--- config.mk ---
export PLATFORM = sky130hd
export DESIGN_NAME = mspt_dp
export DESIGN_NICKNAME = d
export VERILOG_FILES = /design/src/rtl/core/multi_slot_periodic_timer_macros.svh /design/src/rtl/core/mspt_pkg.sv /design/src/rtl/core/mspt_div.sv /design/src/rtl/core/mspt_dp.sv
export SDC_FILE = /design/constraint.sdc
export NUM_CORES = 2
export LEC_CHECK = 0
export CAP_MARGIN = 0
export CORE_MARGIN = 2
export CORE_UTILIZATION = 50
export CTS_CLUSTER_DIAMETER = 30
export DETAILED_ROUTE_END_ITERATION = 10
export DONT_BUFFER_PORTS = 1
export PLACE_DENSITY = 0.7
export REMOVE_ABC_BUFFERS = 1
export SLEW_MARGIN = 0
export SYNTH_ARGS = -nofsm -noshare
export SYNTH_HDL_FRONTEND = slang
export SYNTH_SLANG_ARGS = --single-unit
--- constraint.sdc ---
create_clock -name clk -period 22.3 [get_ports clk]
set_input_delay 4.46 -clock clk [delete_from_list [all_inputs] [get_ports clk]]
set_output_delay 4.46 -clock clk [all_outputs]
set_load 0.02 [all_outputs]
--- src/rtl/core/multi_slot_periodic_timer_macros.svh ---
// assertion macros for the periodic timer
`ifndef MULTI_SLOT_PERIODIC_TIMER_MACROS_SVH
`define MULTI_SLOT_PERIODIC_TIMER_MACROS_SVH
`ifndef NO_ASSERTIONS
`define MSPT_ASSERT_IMPL(label, clk, rst_n, ante, cons) \
	label: assert property (@(posedge clk) disable iff (!rst_n) (ante) |-> (cons)) \
		else $error("assertion failed");
`define MSPT_ASSERT_NEXT(label, clk, rst_n, ante, cons) \
	label: assert property (@(posedge clk) disable iff (!rst_n) (ante) |=> (cons)) \
		else $error("assertion failed");
`else
`define MSPT_ASSERT_IMPL(label, clk, rst_n, ante, cons)
`define MSPT_ASSERT_NEXT(label, clk, rst_n, ante, cons)
`endif
`endif

--- src/rtl/core/mspt_pkg.sv ---
`timescale 1ns / 1ps
// ----------------------------------------------------------------------------
// mspt_pkg
// shared types and constants of the periodic timer
// ----------------------------------------------------------------------------
package mspt_pkg;
	localparam int SLOTS_DEF = 16;
	localparam int TIME_BITS_DEF = 48;
	localparam int FIELD_W = 48;
	localparam int SLOT_W = 4;

	localparam logic [1:0] CMD_TICK = 2'd0;
	localparam logic [1:0] CMD_CFG = 2'd1;
	localparam logic [1:0] CMD_START = 2'd2;
	localparam logic [1:0] CMD_STOP = 2'd3;

	typedef struct packed {
		logic load;      // latch input item
		logic apply_cmd; // configure, start or stop
		logic scan_rd;   // read slot at scan index
		logic eval;      // evaluate read slot
		logic div_start;
		logic commit;    // write back slot, emit result if any
		logic marker;    // emit end marker
		logic scan_inc;
	} ctl_t;

	typedef struct packed {
		logic is_tick;
		logic scan_done;
		logic need_div;
		logic div_done;
		logic out_busy;
	} sts_t;
endpackage

--- src/rtl/core/mspt_div.sv ---
`timescale 1ns / 1ps
// ----------------------------------------------------------------------------
// mspt_div
// restoring divider, one quotient bit per cycle, remainder out
// ----------------------------------------------------------------------------
module mspt_div #(
	parameter int W = mspt_pkg::TIME_BITS_DEF
) (
	input  logic         clk,
	input  logic         arst_n,
	input  logic         start,
	input  logic [W-1:0] num,
	input  logic [W-1:0] den,
	output logic         done,
	output logic [W-1:0] rem
);
	localparam int CW = $clog2(W + 1);
	logic [W-1:0] rem_q, quo_q, den_q;
	logic [CW-1:0] cnt_q;
	logic busy_q;
	logic [W:0] trial;

	assign trial = {rem_q, quo_q[W-1]} - {1'b0, den_q};
	assign rem = rem_q;

	always_ff @(posedge clk or negedge arst_n) begin
		if (!arst_n) begin
			busy_q <= 1'b0;
			done <= 1'b0;
			cnt_q <= '0;
		end else begin
			done <= 1'b0;
			if (start) begin
				busy_q <= 1'b1;
				cnt_q <= CW'(W);
			end else if (busy_q) begin
				cnt_q <= cnt_q - 1'b1;
				if (cnt_q == CW'(1)) begin
					busy_q <= 1'b0;
					done <= 1'b1;
				end
			end
		end
	end

	always_ff @(posedge clk) begin
		if (start) begin
			rem_q <= '0;
			quo_q <= num;
			den_q <= den;
		end else if (busy_q) begin
			if (!trial[W]) begin
				rem_q <= trial[W-1:0];
				quo_q <= {quo_q[W-2:0], 1'b1};
			end else begin
				rem_q <= {rem_q[W-2:0], quo_q[W-1]};
				quo_q <= {quo_q[W-2:0], 1'b0};
			end
		end
	end
endmodule

--- src/rtl/core/mspt_dp.sv ---
`timescale 1ns / 1ps
// ----------------------------------------------------------------------------
// mspt_dp
// slot table, scan evaluation, catch-up arithmetic and result register
// ----------------------------------------------------------------------------
module mspt_dp #(
	parameter int SLOTS = mspt_pkg::SLOTS_DEF,
	parameter int TIME_BITS = mspt_pkg::TIME_BITS_DEF
) (
	input  logic           clk,
	input  logic           arst_n,
	input  mspt_pkg::ctl_t ctl,
	output mspt_pkg::sts_t sts,
	input  logic [1:0]     command,
	input  logic [3:0]     slot,
	input  logic [47:0]    interval,
	input  logic           repeating,
	input  logic           continuous,
	input  logic           system_clock,
	input  logic [47:0]    real_time,
	input  logic [47:0]    sim_time,
	input  logic [47:0]    real_delta,
	input  logic [47:0]    sim_delta,
	output logic           out_valid,
	input  logic           out_ready,
	output logic           fired,
	output logic [3:0]     fired_slot,
	output logic [47:0]    fire_delta,
	output logic           last
);
	localparam int T = TIME_BITS;
	localparam int IW = (SLOTS > 1) ? $clog2(SLOTS) : 1;
	localparam int SW = $clog2(SLOTS + 1);
	localparam logic [T-1:0] TMAX = '1;

	function automatic logic [T-1:0] sat_in(input logic [47:0] v);
		logic [T-1:0] r;
		if (T >= 48) r = T'(v);
		else if ((v >> T) != 48'd0) r = TMAX;
		else r = v[T-1:0];
		return r;
	endfunction

	function automatic logic [T-1:0] sat_add(input logic [T-1:0] a, input logic [T-1:0] b);
		logic [T:0] s;
		s = {1'b0, a} + {1'b0, b};
		return s[T] ? TMAX : s[T-1:0];
	endfunction

	function automatic logic [47:0] to48(input logic [T-1:0] v);
		logic [47:0] r;
		if (T >= 48) r = v[47:0];
		else r = 48'(v);
		return r;
	endfunction

	// control flags in flops, times in a memory
	logic [SLOTS-1:0] act_q, rep_q, con_q, sys_q;
	logic [SLOTS-1:0] wr_q;
	logic [T-1:0] iv_mem [SLOTS];
	logic [T-1:0] nd_mem [SLOTS];

	logic [1:0] cmd_q;
	logic [3:0] slot_q;
	logic [T-1:0] iv_in_q, rt_q, st_q, rd_q, sd_q;
	logic rep_in_q, con_in_q, sys_in_q;
	logic [SW-1:0] idx_q;
	logic [IW-1:0] ridx_s1;
	logic [T-1:0] iv_s1, nd_s1;
	logic [T-1:0] t_q, iv_e_q, nd2_q, d_q;
	logic fire_e_q, upd_e_q, deact_e_q, div_q;
	logic [T-1:0] rem;
	logic div_done;
	logic [T-1:0] nd_new;
	logic [IW-1:0] cidx;
	logic [IW-1:0] raddr;
	logic slot_ok;

	assign cidx = IW'(slot_q);
	assign raddr = (cmd_q == mspt_pkg::CMD_TICK) ? idx_q[IW-1:0] : cidx;
	assign slot_ok = (SLOTS >= 16) ? 1'b1 : ({28'd0, slot_q} < 32'(SLOTS));

	mspt_div #(.W(T)) u_div (
		.clk(clk), .arst_n(arst_n), .start(ctl.div_start),
		.num(t_q - nd2_q), .den(iv_e_q), .done(div_done), .rem(rem)
	);

	// first whole-interval step after the tick time
	assign nd_new = sat_add(t_q - rem, iv_e_q);

	assign sts.is_tick = (cmd_q == mspt_pkg::CMD_TICK);
	assign sts.scan_done = (idx_q == SW'(SLOTS));
	assign sts.need_div = div_q;
	assign sts.div_done = div_done;
	assign sts.out_busy = out_valid && !out_ready;

	always_ff @(posedge clk) begin
		if (ctl.load) begin
			cmd_q <= command;
			slot_q <= slot;
			iv_in_q <= sat_in(interval);
			rep_in_q <= repeating;
			con_in_q <= continuous;
			sys_in_q <= system_clock;
			rt_q <= sat_in(real_time);
			st_q <= sat_in(sim_time);
			rd_q <= sat_in(real_delta);
			sd_q <= sat_in(sim_delta);
		end
		if (ctl.scan_rd) begin
			ridx_s1 <= raddr;
			iv_s1 <= wr_q[raddr] ? iv_mem[raddr] : '0;
			nd_s1 <= nd_mem[raddr];
		end
		if (ctl.apply_cmd && slot_ok) begin
			if (cmd_q == mspt_pkg::CMD_CFG) begin
				iv_mem[cidx] <= iv_in_q;
				nd_mem[cidx] <= (rep_in_q && !con_in_q) ?
					sat_add(iv_in_q, sys_in_q ? rt_q : st_q) : '0;
			end else if (cmd_q == mspt_pkg::CMD_START && !con_q[cidx]) begin
				// interval read here is the single-port read of the stored entry
				nd_mem[cidx] <= sat_add(iv_s1, sys_q[cidx] ? rt_q : st_q);
			end
		end
		if (ctl.eval) begin
			t_q <= sys_q[ridx_s1] ? rt_q : st_q;
			iv_e_q <= iv_s1;
			nd2_q <= sat_add(nd_s1, iv_s1);
		end
		if (ctl.commit && upd_e_q)
			nd_mem[ridx_s1] <= div_q ? nd_new : nd2_q;
	end

	// time for the evaluation decision, combinational in the eval cycle
	logic [T-1:0] tcur;
	always_comb tcur = sys_q[ridx_s1] ? rt_q : st_q;

	always_ff @(posedge clk or negedge arst_n) begin
		if (!arst_n) begin
			act_q <= '0;
			rep_q <= '0;
			con_q <= '0;
			sys_q <= '0;
			wr_q <= '0;
			idx_q <= '0;
			fire_e_q <= 1'b0;
			upd_e_q <= 1'b0;
			deact_e_q <= 1'b0;
			div_q <= 1'b0;
			d_q <= '0;
			out_valid <= 1'b0;
			fired <= 1'b0;
			fired_slot <= '0;
			fire_delta <= '0;
			last <= 1'b0;
		end else begin
			if (out_valid && out_ready) out_valid <= 1'b0;
			if (ctl.load) idx_q <= '0;
			if (ctl.scan_inc) idx_q <= idx_q + 1'b1;
			if (ctl.apply_cmd && slot_ok) begin
				case (cmd_q)
					mspt_pkg::CMD_CFG: begin
						rep_q[cidx] <= rep_in_q;
						con_q[cidx] <= con_in_q;
						sys_q[cidx] <= sys_in_q;
						act_q[cidx] <= rep_in_q;
						wr_q[cidx] <= 1'b1;
					end
					mspt_pkg::CMD_START: act_q[cidx] <= 1'b1;
					mspt_pkg::CMD_STOP: act_q[cidx] <= 1'b0;
					default: ;
				endcase
			end
			if (ctl.eval) begin
				if (!act_q[ridx_s1]) begin
					fire_e_q <= 1'b0;
					upd_e_q <= 1'b0;
					deact_e_q <= 1'b0;
					div_q <= 1'b0;
				end else if (con_q[ridx_s1]) begin
					fire_e_q <= 1'b1;
					upd_e_q <= 1'b0;
					deact_e_q <= !rep_q[ridx_s1];
					div_q <= 1'b0;
					d_q <= sys_q[ridx_s1] ? rd_q : sd_q;
				end else if (nd_s1 > tcur) begin
					fire_e_q <= 1'b0;
					upd_e_q <= 1'b0;
					deact_e_q <= 1'b0;
					div_q <= 1'b0;
				end else begin
					fire_e_q <= 1'b1;
					d_q <= sat_add(iv_s1, tcur - nd_s1);
					deact_e_q <= !rep_q[ridx_s1];
					upd_e_q <= rep_q[ridx_s1];
					div_q <= rep_q[ridx_s1] && (iv_s1 != '0) &&
						(sat_add(nd_s1, iv_s1) <= tcur);
				end
			end
			if (ctl.commit) begin
				if (deact_e_q) act_q[ridx_s1] <= 1'b0;
				if (fire_e_q) begin
					out_valid <= 1'b1;
					fired <= 1'b1;
					fired_slot <= 4'(ridx_s1);
					fire_delta <= to48(d_q);
					last <= 1'b0;
				end
			end
			if (ctl.marker) begin
				out_valid <= 1'b1;
				fired <= 1'b0;
				fired_slot <= '0;
				fire_delta <= '0;
				last <= 1'b1;
			end
		end
	end
endmodule

; ---- Yosys cells after proc, flatten, opt, wreduce, memory -nomap -nowiden
; Memory sizes are Yosys's and may differ from the RTL's. A register that Yosys moved wholly into a read port is not among the register bits.
; Cells that the tools add are included.
[totals]
inputBits = 260
latch_bits = 0
n_memories = 2
word_cells = 184
mem_bits_ro = 0
ramBits = 1536
regBits = 741
[memory_table]
columns = name, words, word_bits, read_ports, rd_ports_with_merged_regs, write_ports, line
row1 = iv_mem, 16, 48, 1, 1, 1, mspt_dp.sv:60  ; logic [T-1:0] iv_mem [SLOTS];
row2 = nd_mem, 16, 48, 1, 1, 2, mspt_dp.sv:61  ; logic [T-1:0] nd_mem [SLOTS];
[classes]
order_cmp = 7
n_bitwise = 7
div = 0
reduce_logical = 23
eq_ne = 6
multipliers = 0
shifts = 0
add_sub_neg = 11
muxes = 92
[op_table]
columns = cell, count
row1 = $mux W48, 20
row2 = $add A48 B48 Y49, 5
row3 = $sub A48 B48 Y48, 3
row4 = $bwmux W16, 4
row5 = $sub A49 B48 Y49, 1
row6 = $gt A48 B48 Y1, 1
row7 = $le A48 B48 Y1, 1
row8 = $mux W16, 3
row9 = $pmux W16 S3, 1
row10 = $reduce_bool A48 Y1, 1
row11 = $mux W1, 47
row12 = $and A16 B16 Y16, 2
row13 = $not A16 Y16, 2
row14 = $or A16 B16 Y16, 2
row15 = $bmux W1 S4, 7
row16 = $mux W4, 4
row17 = $lt A4 B5 Y1 const B, 3
row18 = $mux W6, 2
row19 = $mux W5, 2
row20 = $logic_and A1 B1 Y1, 9
row21 = $demux W1 S4, 2
row22 = $ge A4 B1 Y1 const B, 2
row23 = $reduce_bool A2 Y1, 4
row24 = $eq A6 B1 Y1 const B, 1
row25 = other kinds (11), 17

; ---- Longest topological paths before layout
[logic_depth]
depth_word = 11
mapped_depth = 34
depth_no_buf = 29

; ---- Cells and area by module
; A second synthesis with hierarchy kept.
[hier_totals]
hier_cells = 11983
area_unflattened_um2 = 126861.7
[by_module_without_submodules]
columns = mod, n_inst, cells_per_inst, area_per_inst_um2
row1 = mspt_dp, 1, 11069, 117940.6
row2 = mspt_div, 1, 914, 8921.1

; ---- Worst setup path before layout
; No wires, ideal clock.
[synth_timing]
kind = in2reg
startpoint = input port ctl[6] (netlist bit)
endpoint = memory nd_mem[10][0] (netlist bit) (enable)
t_required_ns = 21.780
path_stages = 7
setup_time_ns = 0.520
slack_ns = 12.495
t_arrival_ns = 9.285
path_cell_list = nand2_1 -> a2111oi_2 -> buf_2 -> clkbuf_1 -> nor2_1 -> clkbuf_1 -> o21ai_0
[synth_rtl]
columns = element, line
row1 = from (decl), mspt_dp.sv:12  ; input mspt_pkg::ctl_t ctl,
row2 = to (decl), mspt_dp.sv:61

; ---- Worst setup path in the final report
[layout_timing]
startpoint = register ridx_s1[0]
endpoint = register d_q[5]
[layout_via]
elab_chain_cells = 8
word_cells_on_any_way = 16
[layout_rtl]
columns = element, line
row1 = from (decl), mspt_dp.sv:68  ; logic [IW-1:0] ridx_s1;
row2 = from (signal assigned), mspt_dp.sv:111  ; ridx_s1 <= raddr;
row3 = $bmux W1 S4, "mspt_dp.sv:136, mspt_dp.sv:185"
row4 = $mux W1 (not written as such), "mspt_dp.sv:136, mspt_dp.sv:185"
row5 = $mux W48, mspt_dp.sv:136  ; always_comb tcur = sys_q[ridx_s1] ? rt_q : st_q;
row6 = $sub A48 B48 Y48, mspt_dp.sv:193  ; d_q <= sat_add(iv_s1, tcur - nd_s1);
row7 = $add A48 B48 Y49, mspt_dp.sv:46  ; s = {1'b0, a} + {1'b0, b};
row8 = $mux W48, mspt_dp.sv:47  ; return s[T] ? TMAX : s[T-1:0];
row9 = $mux W48, mspt_dp.sv:186  ; end else if (nd_s1 > tcur) begin
row10 = $mux W48, mspt_dp.sv:180  ; end else if (con_q[ridx_s1]) begin
row11 = to (signal assigned), mspt_dp.sv:185  ; d_q <= sys_q[ridx_s1] ? rd_q : sd_q;
row12 = to (signal assigned), mspt_dp.sv:193
row13 = to (decl), mspt_dp.sv:70  ; logic [T-1:0] t_q, iv_e_q, nd2_q, d_q;
; Several ways; a longest one is shown, not always the timed one. The select of a mux whose other input is x is not followed.
; A chain may end at the register's enable or synchronous reset.

==> impl_metrics.ini <==
[outcome]
outcome = finished clean

[critical_path]
worst_ep_required_time_ps = 23090
r2r_slack_ps = 12460
crit_type = reg -> reg
critPathCaptureType = register
arrival_ps = 10630
critPathLaunch = ridx_s1[0]
r2r_start = ridx_s1[0]
crit_fanout = 47
worst_setup_path_start_kind = register

[finish]
final_cells = 15700
layout.nets = 12700
multi_input_area_sq_um = 52500
seq_area_sq_um = 69800
layout-drive-gt1-share = 0.120
num-fill-cells = 20200
reg_top3 = iv_mem x768, nd_mem x768
area_growth_pct = 16.1

[global_routing]
grt_usage = 0.338
grt_pass1_wl_mm = 645
grt_max_degree = 253
grt_pass1_vias = 98000
antenna_found_initial = 38
grt-ovfl-total = 0

[yosys]
ys_async_sr_fraction = 0.0843
syn_area_sq_um = 126000
synth_top_area_share = 0.505
synthMostInstantiatedCell = edfxtp_1
ys_top_cells_by_count = 2,125 x edfxtp_1, 1,936 x nand2_1, 1,185 x a21oi_1, 1,002 x nor2_1, 688 x nand3_1
synth_edf_count = 2125
synth.area.top_cells = edfxtp_1 51%, nand2_1 5.8%, ha_1 4.8%
yosysTopAreaCell = edfxtp_1
syn_inst = 12000
synth_cell_types = 98
synth_warnings = 0
synth_seq_cells = 2373
ys.flop_type = edfxtp_1
yosysSeqAreaShare = 0.552
avgSynthCellArea_sq_um = 10.5

[cts]
cts_root_buffer = clkbuf_16
insertion_delay_ps = 1020
cts.path.max_buffers = 4
cts_sinks = 2373
cts_buffers = 478
cts_resized = 0
postCtsSetupRepairBufs = 0
hold_buffers = 0
clk_pin_slew_ps = 50
cts_tree = built
h-tree-depth = 5

[min_path]
hp-class = reg -> reg
holdCritStartpoint = iv_e_q[30]

[place]
preCtsSetupSlack_ps = 12740
io_buffers = 0
dp.final_hpwl_mm = 291
dpl.cell_count = 14800
gp_congestion = 1.02

[die]
row_count = 184
core_area_sq_um = 251000
die_x_um = 507
fp.dieH_um = 507
die_area_sq_um = 257000
io_pins = 320
initial_core_util = 0.502

[timing]
setup_ws_ps = 12460
period_needed_ps = 9840
drv_slew = 0
clock_skew_ps = 114
max_freq_mhz = 102
setup_viol = 0
rsz0062_at_grt = false
tightest_slew_ps = 1350
timing.final.hold_violations = 0
fin_crit_sh = 0.441
slew_headroom = 0.0966
whs_ps = 461

[pwr]
power_mw = 19.3
ir_drop_mv = 0.0851
power.density_nw_per_um2 = 132
p_leak_nw = 57.9

[drt]
drtIter0Drc = 13800
routedWlPerCell_um = 28.6
firstDrtPassIters = 6
routed_via_density = 6.44
routed_wl_mm = 448
route.vias.total = 101000
remaining_drc_errors = 0
ant_nets = 0

[run]
drv_cap = 0
==> worst max-delay path, stage by stage (launching register included) <==
cell and delay (ps):
edfxtp_1 600, mux4_2 600, mux4_4 940, mux2i_1 390, ha_1 260, fa_1 220, nand2b_1 120, a21boi_0 120
o21ai_0 310, a21oi_1 290, a2111oi_0 970, o31a_1 330, o221a_2 270, o21ai_1 90, a2111oi_0 960, o21a_1 250
xnor2_1 140, ha_1 310, a21o_1 200, a21oi_1 150, nor2b_1 60, o21ai_0 150, nand2b_1 120, a2111o_1 410
a31oi_4 140, buf_4 530, a22oi_1 180, mux2_2 300
==> cell type report <==
class / instances / share of cell area
antenna: 24 / 0.000409
clock buffer: 552 / 0.0855
clock inverter: 345 / 0.0313
inverter: 388 / 0.0101
multi-input combinational: 8444 / 0.358
sequential: 2373 / 0.476
tap: 3348 / 0.0286
timing repair buffer: 211 / 0.0109
==> layer usage <==
| layer | share of wire | GRT usage | wire [um] |
|---|---|---|---|
| met4 | 0.066 | 0.197 | 29600 |
| met1 | 0.36 | 0.432 | 162000 |
| met5 | 0.00026 | 0 | 115 |
| met3 | 0.13 | 0.0869 | 57400 |
| met2 | 0.44 | 0.522 | 199000 |
==> logic make-up after synthesis <==
group | count (synthesis) | synth area share
flops | 2373 | 0.552
compound gates | 2706 | 0.137
fa+ha+maj | 495 | 0.0496
simple gates | 4332 | 0.150
buf+inv | 1188 | 0.0367
mux | 520 | 0.0469
xor+xnor | 391 | 0.0272
==> power breakdown <==
part | internal [mW] | total [mW] | switching, mW
clock | 5.01 | 7.51 | 2.50
combinational | 2.20 | 6.09 | 3.89
sequential | 5.34 | 5.73 | 0.389
==> through the flow <==
step	TNS (ps)	cell area [sq um]	utilization
detailed placement	0	130000	0.515
floorplan	-3412500	123000	-
CTS	0	147000	0.583
finish	0	147000	0.584
global route	0	147000	0.583
global placement	0	130000	0.515
==> worst paths after layout <==
check / endpoint / cells after the start
hold / removal: u_div.den_q[30] / 0
max in group asynchronous: wr_q[3] / 0
setup reg to reg: d_q[5] / 27
setup / recovery: d_q[5] / 27
min in group asynchronous: fire_delta[19] / 0
hold reg to reg: u_div.den_q[30] / 0
==> layout by cell type, fill, tap and decap left out, drive strengths merged, types with 48 or more instances in the layout <==
master / Yosys / final
edfxtp: 2125 / 2125
nand2: 1936 / 1936
a21oi: 1191 / 1191
nor2: 1002 / 1002
nand3: 688 / 688
clkbuf: 637 / 553
ha: 486 / 486
inv: 386 / 421
a311oi: 325 / 325
o21ai: 291 / 291
mux2: 284 / 284
a21o: 279 / 279
xnor2: 235 / 235
buf: 163 / 210
mux2i: 207 / 207
dfrtp: 200 / 200
and3: 192 / 192
clkinv: 2 / 161
xor2: 156 / 156
a31oi: 102 / 102
nand2b: 87 / 87
nand4: 85 / 85
nor3: 84 / 84
bufinv: 0 / 84
nor2b: 81 / 81
o21bai: 74 / 74
clkinvlp: 0 / 67
nor3b: 60 / 60
a22o: 53 / 53
o21a: 49 / 49
a22oi: 49 / 49
dfxtp: 48 / 48
(Power assumes the default switching activity.)
