`config.mk`:
```
export PLATFORM = sky130hd
export DESIGN_NAME = mspt_ctrl
export DESIGN_NICKNAME = d
export VERILOG_FILES = /design/src/rtl/core/mspt_pkg.sv /design/src/rtl/core/mspt_ctrl.sv
export VERILOG_INCLUDE_DIRS = /design/src /design/src/rtl/core
export SDC_FILE = /design/constraint.sdc
export NUM_CORES = 1
export LEC_CHECK = 0
export ABC_AREA = 1
export BUFFER_PORTS_ARGS = -buffer_cell sky130_fd_sc_hd__buf_4
export CORE_UTILIZATION = 32
export CTS_CLUSTER_SIZE = 30
export DETAILED_ROUTE_END_ITERATION = 7
export PLACE_DENSITY = 0.66
export RECOVER_POWER = 25
export SLEW_MARGIN = 10
export SYNTH_ARGS = -nofsm -noshare
export SYNTH_HDL_FRONTEND = slang
export SYNTH_SLANG_ARGS = --single-unit
```
`constraint.sdc`:
```
create_clock -name clk -period 1.3 [get_ports clk]
set_input_delay 0.195 -clock clk [delete_from_list [all_inputs] [get_ports clk]]
set_output_delay 0.195 -clock clk [all_outputs]
set_load 0.05 [all_outputs]
```
`src/rtl/core/multi_slot_periodic_timer_macros.svh`:
```
// assertion macros for the periodic timer
`ifndef MULTI_SLOT_PERIODIC_TIMER_MACROS_SVH
`define MULTI_SLOT_PERIODIC_TIMER_MACROS_SVH
`ifndef NO_ASSERTIONS
`define MSPT_ASSERT_IMPL(label, clk, rst_n, ante, cons) \
	label: assert property (@(posedge clk) disable iff (!rst_n) (ante) |-> (cons)) \
		else $error("assertion failed");
`define MSPT_ASSERT_NEXT(label, clk, rst_n, ante, cons) \
	label: assert property (@(posedge clk) disable iff (!rst_n) (ante) |=> (cons)) \
		else $error("assertion failed");
`else
`define MSPT_ASSERT_IMPL(label, clk, rst_n, ante, cons)
`define MSPT_ASSERT_NEXT(label, clk, rst_n, ante, cons)
`endif
`endif

```
`src/rtl/core/mspt_pkg.sv`:
```
`timescale 1ns / 1ps
// ----------------------------------------------------------------------------
// mspt_pkg
// shared types and constants of the periodic timer
// ----------------------------------------------------------------------------
package mspt_pkg;
	localparam int SLOTS_DEF = 16;
	localparam int TIME_BITS_DEF = 48;
	localparam int FIELD_W = 48;
	localparam int SLOT_W = 4;

	localparam logic [1:0] CMD_TICK = 2'd0;
	localparam logic [1:0] CMD_CFG = 2'd1;
	localparam logic [1:0] CMD_START = 2'd2;
	localparam logic [1:0] CMD_STOP = 2'd3;

	typedef struct packed {
		logic load;      // latch input item
		logic apply_cmd; // configure, start or stop
		logic scan_rd;   // read slot at scan index
		logic eval;      // evaluate read slot
		logic div_start;
		logic commit;    // write back slot, emit result if any
		logic marker;    // emit end marker
		logic scan_inc;
	} ctl_t;

	typedef struct packed {
		logic is_tick;
		logic scan_done;
		logic need_div;
		logic div_done;
		logic out_busy;
	} sts_t;
endpackage

```
`src/rtl/core/mspt_ctrl.sv`:
```
`timescale 1ns / 1ps
`include "multi_slot_periodic_timer_macros.svh"
// ----------------------------------------------------------------------------
// mspt_ctrl
// sequencer for commands and the per-tick slot scan
// ----------------------------------------------------------------------------
module mspt_ctrl (
	input  logic           clk,
	input  logic           arst_n,
	input  logic           in_valid,
	output logic           in_ready,
	input  mspt_pkg::sts_t sts,
	output mspt_pkg::ctl_t ctl
);
	typedef enum logic [7:0] {
		ST_IDLE   = 8'b0000_0001,
		ST_DECODE = 8'b0000_0010,
		ST_READ   = 8'b0000_0100,
		ST_EVAL   = 8'b0000_1000,
		ST_DIV    = 8'b0001_0000,
		ST_DWAIT  = 8'b0010_0000,
		ST_COMMIT = 8'b0100_0000,
		ST_MARK   = 8'b1000_0000
	} state_t;

	state_t state_q, state_d;

	assign in_ready = (state_q == ST_IDLE);

	always_comb begin
		state_d = state_q;
		ctl = '0;
		case (state_q)
			ST_IDLE: begin
				if (in_valid) begin
					ctl.load = 1'b1;
					state_d = ST_DECODE;
				end
			end
			ST_DECODE: begin
				// read the addressed entry for start, else begin scan
				ctl.scan_rd = 1'b1;
				state_d = sts.is_tick ? ST_EVAL : ST_READ;
			end
			ST_READ: begin
				if (!sts.is_tick) begin
					ctl.apply_cmd = 1'b1;
					state_d = ST_IDLE;
				end else if (sts.scan_done) begin
					state_d = ST_MARK;
				end else begin
					ctl.scan_rd = 1'b1;
					state_d = ST_EVAL;
				end
			end
			ST_EVAL: begin
				ctl.eval = 1'b1;
				state_d = ST_DIV;
			end
			ST_DIV: begin
				if (sts.need_div) begin
					ctl.div_start = 1'b1;
					state_d = ST_DWAIT;
				end else begin
					state_d = ST_COMMIT;
				end
			end
			ST_DWAIT: if (sts.div_done) state_d = ST_COMMIT;
			ST_COMMIT: begin
				if (!sts.out_busy) begin
					ctl.commit = 1'b1;
					ctl.scan_inc = 1'b1;
					state_d = ST_READ;
				end
			end
			ST_MARK: begin
				if (!sts.out_busy) begin
					ctl.marker = 1'b1;
					state_d = ST_IDLE;
				end
			end
			default: state_d = ST_IDLE;
		endcase
	end

	always_ff @(posedge clk or negedge arst_n) begin
		if (!arst_n) state_q <= ST_IDLE;
		else state_q <= state_d;
	end

	`MSPT_ASSERT_IMPL(a_onehot, clk, arst_n, 1'b1, $onehot(state_q))
	`MSPT_ASSERT_NEXT(a_load_dec, clk, arst_n, ctl.load, state_q == ST_DECODE)
	`MSPT_ASSERT_NEXT(a_div_wait, clk, arst_n, ctl.div_start, state_q == ST_DWAIT)
	`MSPT_ASSERT_IMPL(a_no_emit_busy, clk, arst_n, ctl.commit || ctl.marker, !sts.out_busy)
endmodule

```
Yosys cells after proc, flatten, opt, wreduce, memory -nomap -nowiden
Cells that the tools add are included.
{"block": "classes", "n_eq_ne": 12, "muxes": 22, "n_reduce_logical": 1}
{"operator": "$pmux W8 S8", "count": 1}
{"operator": "$mux W8", "count": 6}
{"operator": "$mux W1", "count": 12}
{"operator": "$eq A8 B1 Y1 const B", "count": 1}
{"operator": "$eq A8 B2 Y1 const B", "count": 1}
{"operator": "$eq A8 B3 Y1 const B", "count": 1}
{"operator": "$eq A8 B4 Y1 const B", "count": 1}
{"operator": "$eq A8 B5 Y1 const B", "count": 1}
{"operator": "$eq A8 B6 Y1 const B", "count": 1}
{"operator": "$eq A8 B7 Y1 const B", "count": 1}
{"operator": "$eq A8 B8 Y1 const B", "count": 1}
{"operator": "$ne A2 B2 Y1 const B", "count": 4}
{"operator": "$mux W7", "count": 1}
{"operator": "$mux W4", "count": 1}
{"operator": "$reduce_and A4 Y1", "count": 1}
{"operator": "$pmux W1 S2", "count": 1}
{"block": "word_totals", "ff_bits": 8, "inputBits": 8, "out_inout_bits": 9, "elab_cells": 36}

Logic depth before layout (Yosys ltp)
Gate-level depths: netlist of the first run.
{"block": "logic_depth", "depth_word": 3, "ltp_mapped": 11, "mapped_depth_nobuf": 11}

Worst setup path after synthesis of the first run
OpenSTA, ideal clock, no wires.
{"block": "synth_path", "path_type": "register to output", "startpoint": "reg state_q[3]", "endpoint": "out ctl[2] (netlist name)", "t_arrival_ps": 1729, "required_time_ps": 1105, "slack_ps": -624, "stages_incl_launch_ff": 7, "path_buffers": 1, "cell_sequence": "dfrtp_1 -> nor2_1 -> nand2_1 -> inv_2 -> nand2_1 -> nor2_1 -> buf_4"}
{"element": "start, declared", "line": "mspt_ctrl.sv:26", "source": "state_t state_q, state_d;"}
{"element": "start signal, assigned", "line": "mspt_ctrl.sv:88", "source": "else state_q <= state_d;"}
{"element": "end, declared", "line": "mspt_ctrl.sv:13", "source": "output mspt_pkg::ctl_t ctl"}

==> metrics, run 1 <==
first-pass GRT wire length=between 2 and 3 mm; largest net degree at the start of global routing=9; met1 usage=a little under a quarter; Final Non-Filler Cells=165; Cells after DPL=between 100 and 150; post-synthesis instance total=95; cts bufs inserted=3; synth-to-layout area growth=103%; CP max-delay cell=dfrtp_1; pins over their slew limit=0; Fin Setup TNS=-3600 ps; EDFF count, synth=0; most frequent cell after synthesis=nand2_1; number of global-route vias before repair=~700; Multi-input gate area=between 400 and 500 um2; Hold WC Path Type=in -> reg; GRT Total Usage=between 20% and 30%; fillers=around 140; CTS tree=yes; outcome=complete, but fails checks; DRT antenna net count=0; Vias/cell=4.52; post-route cell area=approximately 0.0012 mm2; CTS Root Buffer Type=clkbuf_4; post-placement cell area=between 800 and 900 um2; Worst slew margin=between 70% and 80%; Clk Latency, worst-skew pair=260 ps; largest stage delay on the critical path=roughly 400 ps; Power Density=1650 mW/mm2; initial cell density of the core=roughly 34%; Core Region=between 0.0015 and 0.002 mm2; sequential share of the synthesized area=between 30% and 40%; Reg area=201 um2; Leak=0.620 nW; Worst Tran Pin Value=between 400 and 500 ps; M3 GR Usage=6.00%; busiest grt layer=met2; Worst EP arrival=between 1000 and 1500 ps; RSZ-0062 raised after global routing=true; full die area=0.00202 mm2; crit path max fanout=3; Yosys top cell by area=dfrtp_1; final core utilization=slightly below 70%; Area contributors post-synth=dfrtp_1 30%, nand2_1 18%, inv_1 11%, nor2_1 11%, nand2_4 5.7%; initial antenna violation count=0; Max Freq=roughly 600 MHz; Critical Path Start Type=register; # port buffers=16; net count reported at finish=149; cell mode on critical path=nand2_4; CP Cell Sequence=clkinv_2 > nand2_4 > nor2_4 > buf_4 > nand2_1 > nand2_4 > buf_8; max reg flops=8; Synth warnings=0; HPWL Detailed=about 1.2 mm; Biggest register=state_q; Yosys cell types=19; met2 Track Usage GR=between 30% and 40%; DRT Pass-1 Iters=4; critical path type=reg -> out; Synth top area share=roughly 30%; Regs by FF count=state_q (8); Place WS=-98.6 ps; clk slew on worst S/H paths=~60 ps; Iteration-0 DRC Markers=18; n_diodes=0; Final Hold Fails=0; Avg Cell Area, Syn=approximately 6.2 um2; H-tree depth=1; DR DRC count=0; I/O Pins=17; Peak VDD IR=around 1300 uV; Main synth FF type=dfrtp_1; CTS sink cnt=8; site row count=15; flops & latches, synth=8; Total Routed Length=around 2 mm; total grt overflow=0; top cells by count, synth=28 x nand2_1, 18 x inv_1, 18 x nor2_1; Die Span X=roughly 45 um; failing checks=negative setup slack; number of max-cap violations=0; fin crit share=127%; Crit. End Element=primary output; Final setup viols=14; Die H=45.0 um; Tmin final=around 1700 ps; CTS Buffer Depth=2; Setup Skew=around 8.6 ps; Post-synth ARST share=100%; mapped cell area=around 590 um2; worst setup margin=-356 ps; worst endpoint required time=~1100 ps; Syn Nets=a little over 100; routability congestion estimate=0.767; wire length per cell=roughly 12 um; share of layout cells above drive strength 1=65.7%; via count=between 700 and 800
## kinds of logic after synthesis
family                 synth area share (%)
AND/OR/NAND/NOR                        44.3
flip-flops                             34.1
AO/OA/AOI/OAI                          5.72
buffers and inverters                  15.9
## per-layer routing
metal / part of all wire [%] / vias to the layer above
met5: 0 / -
met1: 40 / 350
met2: 55 / 26
met4: 0.97 / 0
li1: - / 366
met3: 3.6 / 4
## critical path, delay by kind of cell (launching register included)
family	cells	cell delay [ps]
buffers and inverters	3	370
DFF	1	400
and+or+nand+nor	4	420
## layout make-up
class	instances	share of cell area [%]
inverter	22	8.13
sequential	8	16.8
tap	25	2.60
multi-input combinational	64	38.2
clock buffer	4	2.19
timing repair buffer	42	32.1
## placed cells by master, fill, tap and decap left out, types with 2 or more instances in the layout
cell type,synthesis,layout
buf_4,1,27
nand2_1,28,18
inv_2,2,9
nand2_4,3,9
inv_1,18,9
nor2_4,1,7
buf_6,0,7
dfrtp_1,7,7
nand2_2,3,6
nor2_1,18,6
nor2_2,0,6
buf_8,0,6
clkbuf_4,0,3
nand3_2,0,2
clkbuf_1,0,2
## path summary, 6_finish.rpt
path                       startpoint    endpoint  slack, ps  cells after the start
max in group asynchronous      arst_n  state_q[0]        570                      2
setup reg to reg           state_q[7]  state_q[6]       -190                     13
setup / recovery           state_q[7]      ctl[5]       -360                      7
hold / removal                 sts[2]  state_q[6]        250                      4
hold reg to reg            state_q[6]  state_q[6]        650                      3
min in group asynchronous      arst_n  state_q[4]        380                      2
## what timing repair did
| action | 4_1_cts | 5_1_grt |
|---|---|---|
| hold buffers | 1 | 0 |
| gates resized for setup | 42 | 15 |
| pin swaps | 9 | 8 |
| setup endpoints to repair | 14 | 16 |
| buffers inserted | 11 | 3 |
| hold endpoints to repair | 8 | 0 |
## per-stage QoR
step | hold slack (ps) | power (W)
finish | 254 | 0.00199
global route | 273 | 0.00211
CTS | 244 | 0.00189
detailed placement | 20.8 | 0.00130
global placement | 17.9 | 0.00128
floorplan | -101 | 0.00102
## where the power goes
group	internal [W]	switching [W]	leakage (nW)
sequential	0.000310	0.0000434	0.107
combinational	0.000617	0.000805	0.499
clock	0.000118	0.0000937	0.0150
Note: power is estimated with default switching activity, not from simulation.
==> run 2: changes to the inputs <==
--- a/config.mk
+++ b/config.mk
@@ -9,6 +9,7 @@
 export ABC_AREA = 1
 export BUFFER_PORTS_ARGS = -buffer_cell sky130_fd_sc_hd__buf_4
 export CORE_UTILIZATION = 32
+export CTS_BUF_LIST = sky130_fd_sc_hd__clkbuf_16
 export CTS_CLUSTER_SIZE = 30
 export DETAILED_ROUTE_END_ITERATION = 7
 export PLACE_DENSITY = 0.66
==> run 2 against run 1 <==
The flow still finishes with violations (negative setup slack). Via count decreased by 1.3%. Flip-flop and latch count unchanged. Setup slack improved by 14 ps. Register-to-register slack got worse by 40 ps. First-iteration DRC count increased by 50%. Maximum frequency increased by 0.85%. Cell area increased by 2.1%. Clock power increased to 2.6 times the previous value. Wire length decreased by 3.1%. Combinational power about the same. Worst hold slack got worse by 5.7 ps. Highest routed layer unchanged.
==> metrics, run 2 (same netlist as run 1, synthesis figures left out) <==
Place WS=-98.6 ps (unchanged); final core utilization=71.0% (was 69.6%); synth-to-layout area growth=108% (was 103%); Worst EP arrival=1450 ps (was 1460 ps); initial antenna violation count=0 (unchanged); cts bufs inserted=3 (unchanged); CP startpoint=state_q[6] (was state_q[7]); Biggest register=state_q (unchanged); Peak VDD IR=1380 uV (was 1350 uV); Worst Tran Pin Value=443 ps (about the same); Setup Skew=7.51 ps (was 8.63 ps); total power=0.00232 W (was 0.00199 W); Clk Latency, worst-skew pair=240 ps (was 260 ps); total grt overflow=0 (unchanged); GRT Total Usage=22.0% (was 20.5%); Max Freq=609 MHz (was 604 MHz); crit path max fanout=4 (was 3); routability congestion estimate=0.767 (unchanged); # port buffers=16 (unchanged); n_diodes=0 (unchanged); wire length per cell=12.2 um (was 12.5 um); Multi-input gate area=439 um2 (was 459 um2); RSZ-0062 raised after global routing=true (unchanged); largest net degree at the start of global routing=9 (unchanged); Worst slew margin=70.5% (about the same); Final Hold Fails=0 (unchanged); number of global-route vias before repair=693 (was 696); Final Non-Filler Cells=164 (was 165); Die Span X=45.0 um (unchanged); fin crit share=126% (was 127%); Die H=45.0 um (unchanged); WHS=248 ps (was 254 ps); CTS tree=yes (unchanged); number of max-cap violations=0 (unchanged); Vias/cell=4.49 (was 4.52); full die area=0.00202 mm2 (unchanged); DRT Pass-1 Iters=4 (unchanged); first-pass GRT wire length=3.08 mm (was 2.90 mm); Crit. End Element=primary output (unchanged); H-tree depth=1 (unchanged); Cells after DPL=147 (unchanged); pins over their slew limit=0 (unchanged); Core Region=0.00173 mm2 (unchanged); Total Routed Length=1.99 mm (was 2.06 mm); CTS sink cnt=8 (unchanged); CTS Buffer Depth=2 (unchanged); Hold WC Path Type=in -> reg (unchanged); Final setup viols=16 (was 14); most frequent cells in the layout=27 x buf_4, 19 x nand2_1, 12 x inv_1 (was 27 x buf_4, 18 x nand2_1, 9 x inv_2, 9 x nand2_4, 9 x inv_1); worst endpoint required time=1110 ps (about the same); fillers=120 (was 135); net count reported at finish=148 (was 149); critical path type=reg -> out (unchanged); DRT antenna net count=0 (unchanged); clk slew on worst S/H paths=40 ps (was 60 ps); Reg area=201 um2 (unchanged); DR DRC count=0 (unchanged); Critical Path Start Type=register (unchanged); most common cell after layout, fill and taps aside=buf_4 (unchanged); Leak=0.640 nW (was 0.620 nW); HPWL Detailed=1.24 mm (unchanged); worst hold start=sts[3] (was sts[2]); CTS Root Buffer Type=clkbuf_16 (was clkbuf_4); site row count=15 (unchanged); Tmin final=1640 ps (was 1660 ps); I/O Pins=17 (unchanged); initial cell density of the core=34.2% (unchanged); max reg flops=8 (unchanged); Regs by FF count=state_q (8) (unchanged); Power Density=1890 mW/mm2 (was 1650 mW/mm2); failing checks=negative setup slack (unchanged); Iteration-0 DRC Markers=27 (was 18); share of layout cells above drive strength 1=64.0% (was 65.7%); worst setup margin=-343 ps (was -356 ps); via count=736 (was 746); worst r2r src=state_q[6] (was state_q[7]); outcome=complete, but fails checks (unchanged)
## run 2: cell types whose count changed in the layout (fill, tap and decap cells not counted), sizes merged
cell / change
buf: -1
inv: +1
clkbuf: -1
## run 2: worst paths after layout
path                              endpoint  slack [ps]  depth (start not counted)
worst max-delay path                ctl[0]        -340                          6
worst min-delay path            state_q[7]         250                          3
worst max register to register  state_q[6]        -230                         10
worst min register to register  state_q[4]         660                          4
max in group asynchronous       state_q[0]         550                          2
min in group asynchronous       state_q[4]         410                          2
## run 2: cell type report
type                    instances  share of cell area [%]
clock buffers                   3                    6.12
repair buffers                 41                    30.8
inverters                      22                    7.96
well taps                      25                    2.55
flip-flops and latches          8                    16.4
clock inverters                 1                   0.306
multi-input cells              64                    35.8
## run 2: stage by stage
stage | instance area [um2] | TNS (ps)
after floorplan | 651 | -162
after global placement | 881 | -716
after detailed placement | 881 | -736
after CTS | 1150 | -2600
after global routing | 1230 | -4130
final | 1230 | -3330
## run 2: what timing repair did
| action | in CTS | in global routing |
|---|---|---|
| pin swaps | 7 | 3 |
| resized for setup | 35 | 17 |
| endpoints found under the hold margin | 8 | 0 |
| endpoints found under the setup margin | 14 | 16 |
| hold buffers | 1 | 0 |
| buffers inserted | 9 | 3 |
## run 2: routing by layer
layer	track usage, %	part of all wire [%]
met4	7.27	3.6
met5	0	0
met1	26.4	40
met3	6.40	3.3
met2	37.4	53
## run 2: worst max-delay path: stages (launching register included)
cell and delay [ps]:
dfrtp_1 370, buf_4 160, nand2_1 70, nor2_1 220
nand2_4 100, nor2_4 140, buf_8 160
## run 2: power breakdown
group | internal [W] | switching (W)
clock | 0.000403 | 0.000143
sequential | 0.000312 | 0.0000513
combinational | 0.000612 | 0.000796
==> run 3: changes to the inputs <==
--- a/config.mk
+++ b/config.mk
@@ -6,13 +6,13 @@
 export SDC_FILE = /design/constraint.sdc
 export NUM_CORES = 1
 export LEC_CHECK = 0
-export ABC_AREA = 1
 export BUFFER_PORTS_ARGS = -buffer_cell sky130_fd_sc_hd__buf_4
+export CORE_ASPECT_RATIO = 1.5
 export CORE_UTILIZATION = 32
 export CTS_BUF_LIST = sky130_fd_sc_hd__clkbuf_16
 export CTS_CLUSTER_SIZE = 30
 export DETAILED_ROUTE_END_ITERATION = 7
-export PLACE_DENSITY = 0.66
+export PLACE_DENSITY = 0.65
 export RECOVER_POWER = 25
 export SLEW_MARGIN = 10
 export SYNTH_ARGS = -nofsm -noshare
==> run 3 against run 2 <==
The run still ends with negative setup slack left. Synthesized cell count fell by 27%. Combinational power rose by 6%. Wire length rose by 0.65%. Core utilization fell by 5.9 points. Die area rose by 6.7%. Global-route usage fell by 0.67 points. Critical path type unchanged. Critical endpoint is now ctl[7].
==> metrics, run 3 <==
outcome=complete, but fails checks (unchanged); failing checks=negative setup slack (unchanged); largest stage delay on the critical path=400 ps (was 370 ps); Comb pwr share=61.9% (was 60.8%); # port buffers=16 (unchanged); top cells by count, synth=11 x nor2_1, 7 x dfrtp_1, 5 x inv_1 (was 28 x nand2_1, 18 x inv_1, 18 x nor2_1); Post-synth ARST share=100% (unchanged); Core Region=0.00183 mm2 (was 0.00173 mm2); max reg flops=8 (unchanged); mapped cell area=631 um2 (was 591 um2); R2R cell count=8 (was 10); pins over their slew limit=0 (unchanged); Pint=0.00149 W (was 0.00133 W); post-route cell area=0.00119 mm2 (was 0.00123 mm2); WHS Path Cells=2 (was 3); share of layout cells above drive strength 1=60.3% (was 64.0%); clock share of power=21.8% (was 23.6%); DRT antenna net count=0 (unchanged); RSZ-0062 raised after global routing=true (unchanged); CP Cell Sequence=nor4_4 > buf_4 > nand4b_4 > clkinvlp_4 > and2_4 > buf_8 (was buf_4 > nand2_1 > nor2_1 > nand2_4 > nor2_4 > buf_8); Yosys cell types=33 (was 19); cts bufs inserted=3 (unchanged); fin crit share=140% (was 126%); CTS Root Buffer Type=clkbuf_16 (unchanged); site row count=19 (was 15); full die area=0.00216 mm2 (was 0.00202 mm2); Final setup viols=16 (unchanged); post-synthesis instance total=69 (was 95); clk slew on worst S/H paths=40 ps (about the same); Hold WC Path Type=in -> reg (unchanged); number of max-cap violations=0 (unchanged); DR DRC count=0 (unchanged); Sw Ratio=38.3% (was 42.8%); total grt overflow=0 (unchanged); largest net degree at the start of global routing=11 (was 9); CTS sink cnt=8 (unchanged); crit path max fanout=6 (was 4); Syn Nets=77 (was 103); Tmin final=1820 ps (was 1640 ps); H-tree depth=1 (unchanged); post-placement cell area=968 um2 (was 881 um2); Setup Skew=2.64 ps (was 7.51 ps); via count=699 (was 736); Yosys top cell by area=dfrtp_1 (unchanged); initial antenna violation count=0 (unchanged); first-pass GRT wire length=3.17 mm (was 3.08 mm); Critical Path Start Type=register (unchanged); n_diodes=0 (unchanged); Vias/cell=5.10 (was 4.49); worst endpoint required time=1110 ps (about the same); net count reported at finish=125 (was 148); most common cell after layout, fill and taps aside=buf_4 (unchanged); GRT Total Usage=21.3% (was 22.0%); I/O Pins=17 (unchanged); Worst slew margin=73.1% (was 70.5%); HPWL Detailed=1.28 mm (was 1.24 mm); Clk Latency, worst-skew pair=230 ps (was 240 ps); sequential share of the synthesized area=31.9% (was 34.1%); synth-to-layout area growth=88.9% (was 108%); Peak VDD IR=1680 uV (was 1380 uV); Biggest register=state_q (unchanged); critical path type=reg -> out (unchanged); Final Hold Fails=0 (unchanged); Leak=0.536 nW (was 0.640 nW); wire length per cell=14.6 um (was 12.2 um); Max Freq=549 MHz (was 609 MHz); CP max-delay cell=dfrtp_1 (unchanged); Worst Tran Pin Value=403 ps (was 443 ps); Die H=56.4 um (was 45.0 um); Synth top area share=27.8% (was 29.7%); worst setup margin=-522 ps (was -343 ps); EDFF count, synth=0 (unchanged); DRT Pass-1 Iters=4 (unchanged); Area contributors post-synth=dfrtp_1 28%, nor4_4 6.7%, nor2_1 6.5%, dfstp_2 4.2%, nand4b_4 3.8% (was dfrtp_1 30%, nand2_1 18%, inv_1 11%, nor2_1 11%, nand2_4 5.7%); Die Span X=38.2 um (was 45.0 um); most frequent cells in the layout=33 x buf_4, 8 x buf_6, 7 x nor2_1 (was 27 x buf_4, 19 x nand2_1, 12 x inv_1); most frequent cell after synthesis=nor2_1 (was nand2_1); Regs by FF count=state_q (8) (unchanged); number of global-route vias before repair=715 (was 693); Main synth FF type=dfrtp_1 (unchanged); sequential power share=16.3% (was 15.7%); P_sw=0.000926 W (was 0.000990 W); final core utilization=65.1% (was 71.0%); routability congestion estimate=0.771 (was 0.767); Synth warnings=0 (unchanged); CTS Buffer Depth=2 (unchanged); initial cell density of the core=34.4% (was 34.2%); Iteration-0 DRC Markers=13 (was 27); Crit. End Element=primary output (unchanged); CTS tree=yes (unchanged); Avg Cell Area, Syn=9.14 um2 (was 6.22 um2); flops & latches, synth=8 (unchanged); Total Routed Length=2.01 mm (was 1.99 mm); Power Density=2030 mW/mm2 (was 1890 mW/mm2); Worst EP arrival=1630 ps (was 1450 ps)
run 3: cell types whose count changed after synthesis, sizes merged, moves of 3 or more:
cell,before,now
buf,1,4
inv,21,5
nand2,34,3
nand4b,0,3
and2,0,4
nor2,19,11
nand4,0,3
run 3: timing repair:
item	in CTS	in global routing
pin swaps	7	8
gates cloned	0	0
gates resized for setup	14	6
hold endpoints to repair	8	0
endpoints found under the setup margin	16	16
buffers inserted	5	4
hold buffers	1	0
run 3: area by class of cell:
| type | instances | area (um2) |
|---|---|---|
| flip-flops and latches | 8 | 203 |
| fillers | 142 | 639 |
| clock inverters | 1 | 3.75 |
| clock buffers | 3 | 75.1 |
| well taps | 21 | 26.3 |
| inverters | 5 | 22.5 |
| multi-input cells | 52 | 444 |
| repair buffers | 47 | 417 |
run 3: metal layers:
metal  vias up  global-route usage [%]  share of wire [%]
met2         7                    35.1                 57
met3         4                    2.37               0.60
met4         0                    13.8                2.5
met1       341                    24.5                 39
li1        347                       -                  -
met5         -                       0                  0
run 3: worst max-delay path: cells and delay by family, from the launching register on:
kind | cells | cell delay [ps]
buf+inv | 3 | 440
flops | 1 | 400
simple gates | 3 | 540
run 3: cells by family (layout without fill, tap and decap cells):
family | Yosys count | count (layout) | share of synthesized area [%]
AND/OR/NAND/NOR | 36 | 36 | 40.5
flip-flops | 8 | 8 | 31.9
XOR/XNOR | 2 | 2 | 2.78
AO/OA/AOI/OAI | 14 | 14 | 16.9
buffers and inverters | 9 | 56 | 7.94
run 3: through the flow:
stage	hold slack (ps)	power (W)	setup slack, ps	TNS, ps	instances
2_1_floorplan	-101	0.00106	-465	-3690	69
3_3_place_gp	13.1	0.00143	-287	-3250	124
3_5_place_dp	14.5	0.00145	-340	-3630	124
4_1_cts	255	0.00221	-504	-6080	133
5_1_grt	271	0.00253	-619	-7910	137
6_report	262	0.00242	-522	-6570	137
run 3: final timing paths:
path,start,to,slack [ps]
min in group asynchronous,arst_n,state_q[5],400
hold reg to reg,state_q[2],state_q[6],710
hold / removal,sts[4],state_q[3],260
setup / recovery,state_q[6],ctl[7],-520
max in group asynchronous,arst_n,state_q[0],580
setup reg to reg,state_q[6],state_q[0],-460
run 3: power by group through the flow:
stage | Combinational, W | Sequential [W] | Clock, W
finish | 0.00150 | 0.000393 | 0.000527
global route | 0.00159 | 0.000402 | 0.000545
CTS | 0.00129 | 0.000390 | 0.000527
detailed placement | 0.00106 | 0.000390 | 0
global placement | 0.00104 | 0.000386 | 0
floorplan | 0.000657 | 0.000401 | 0
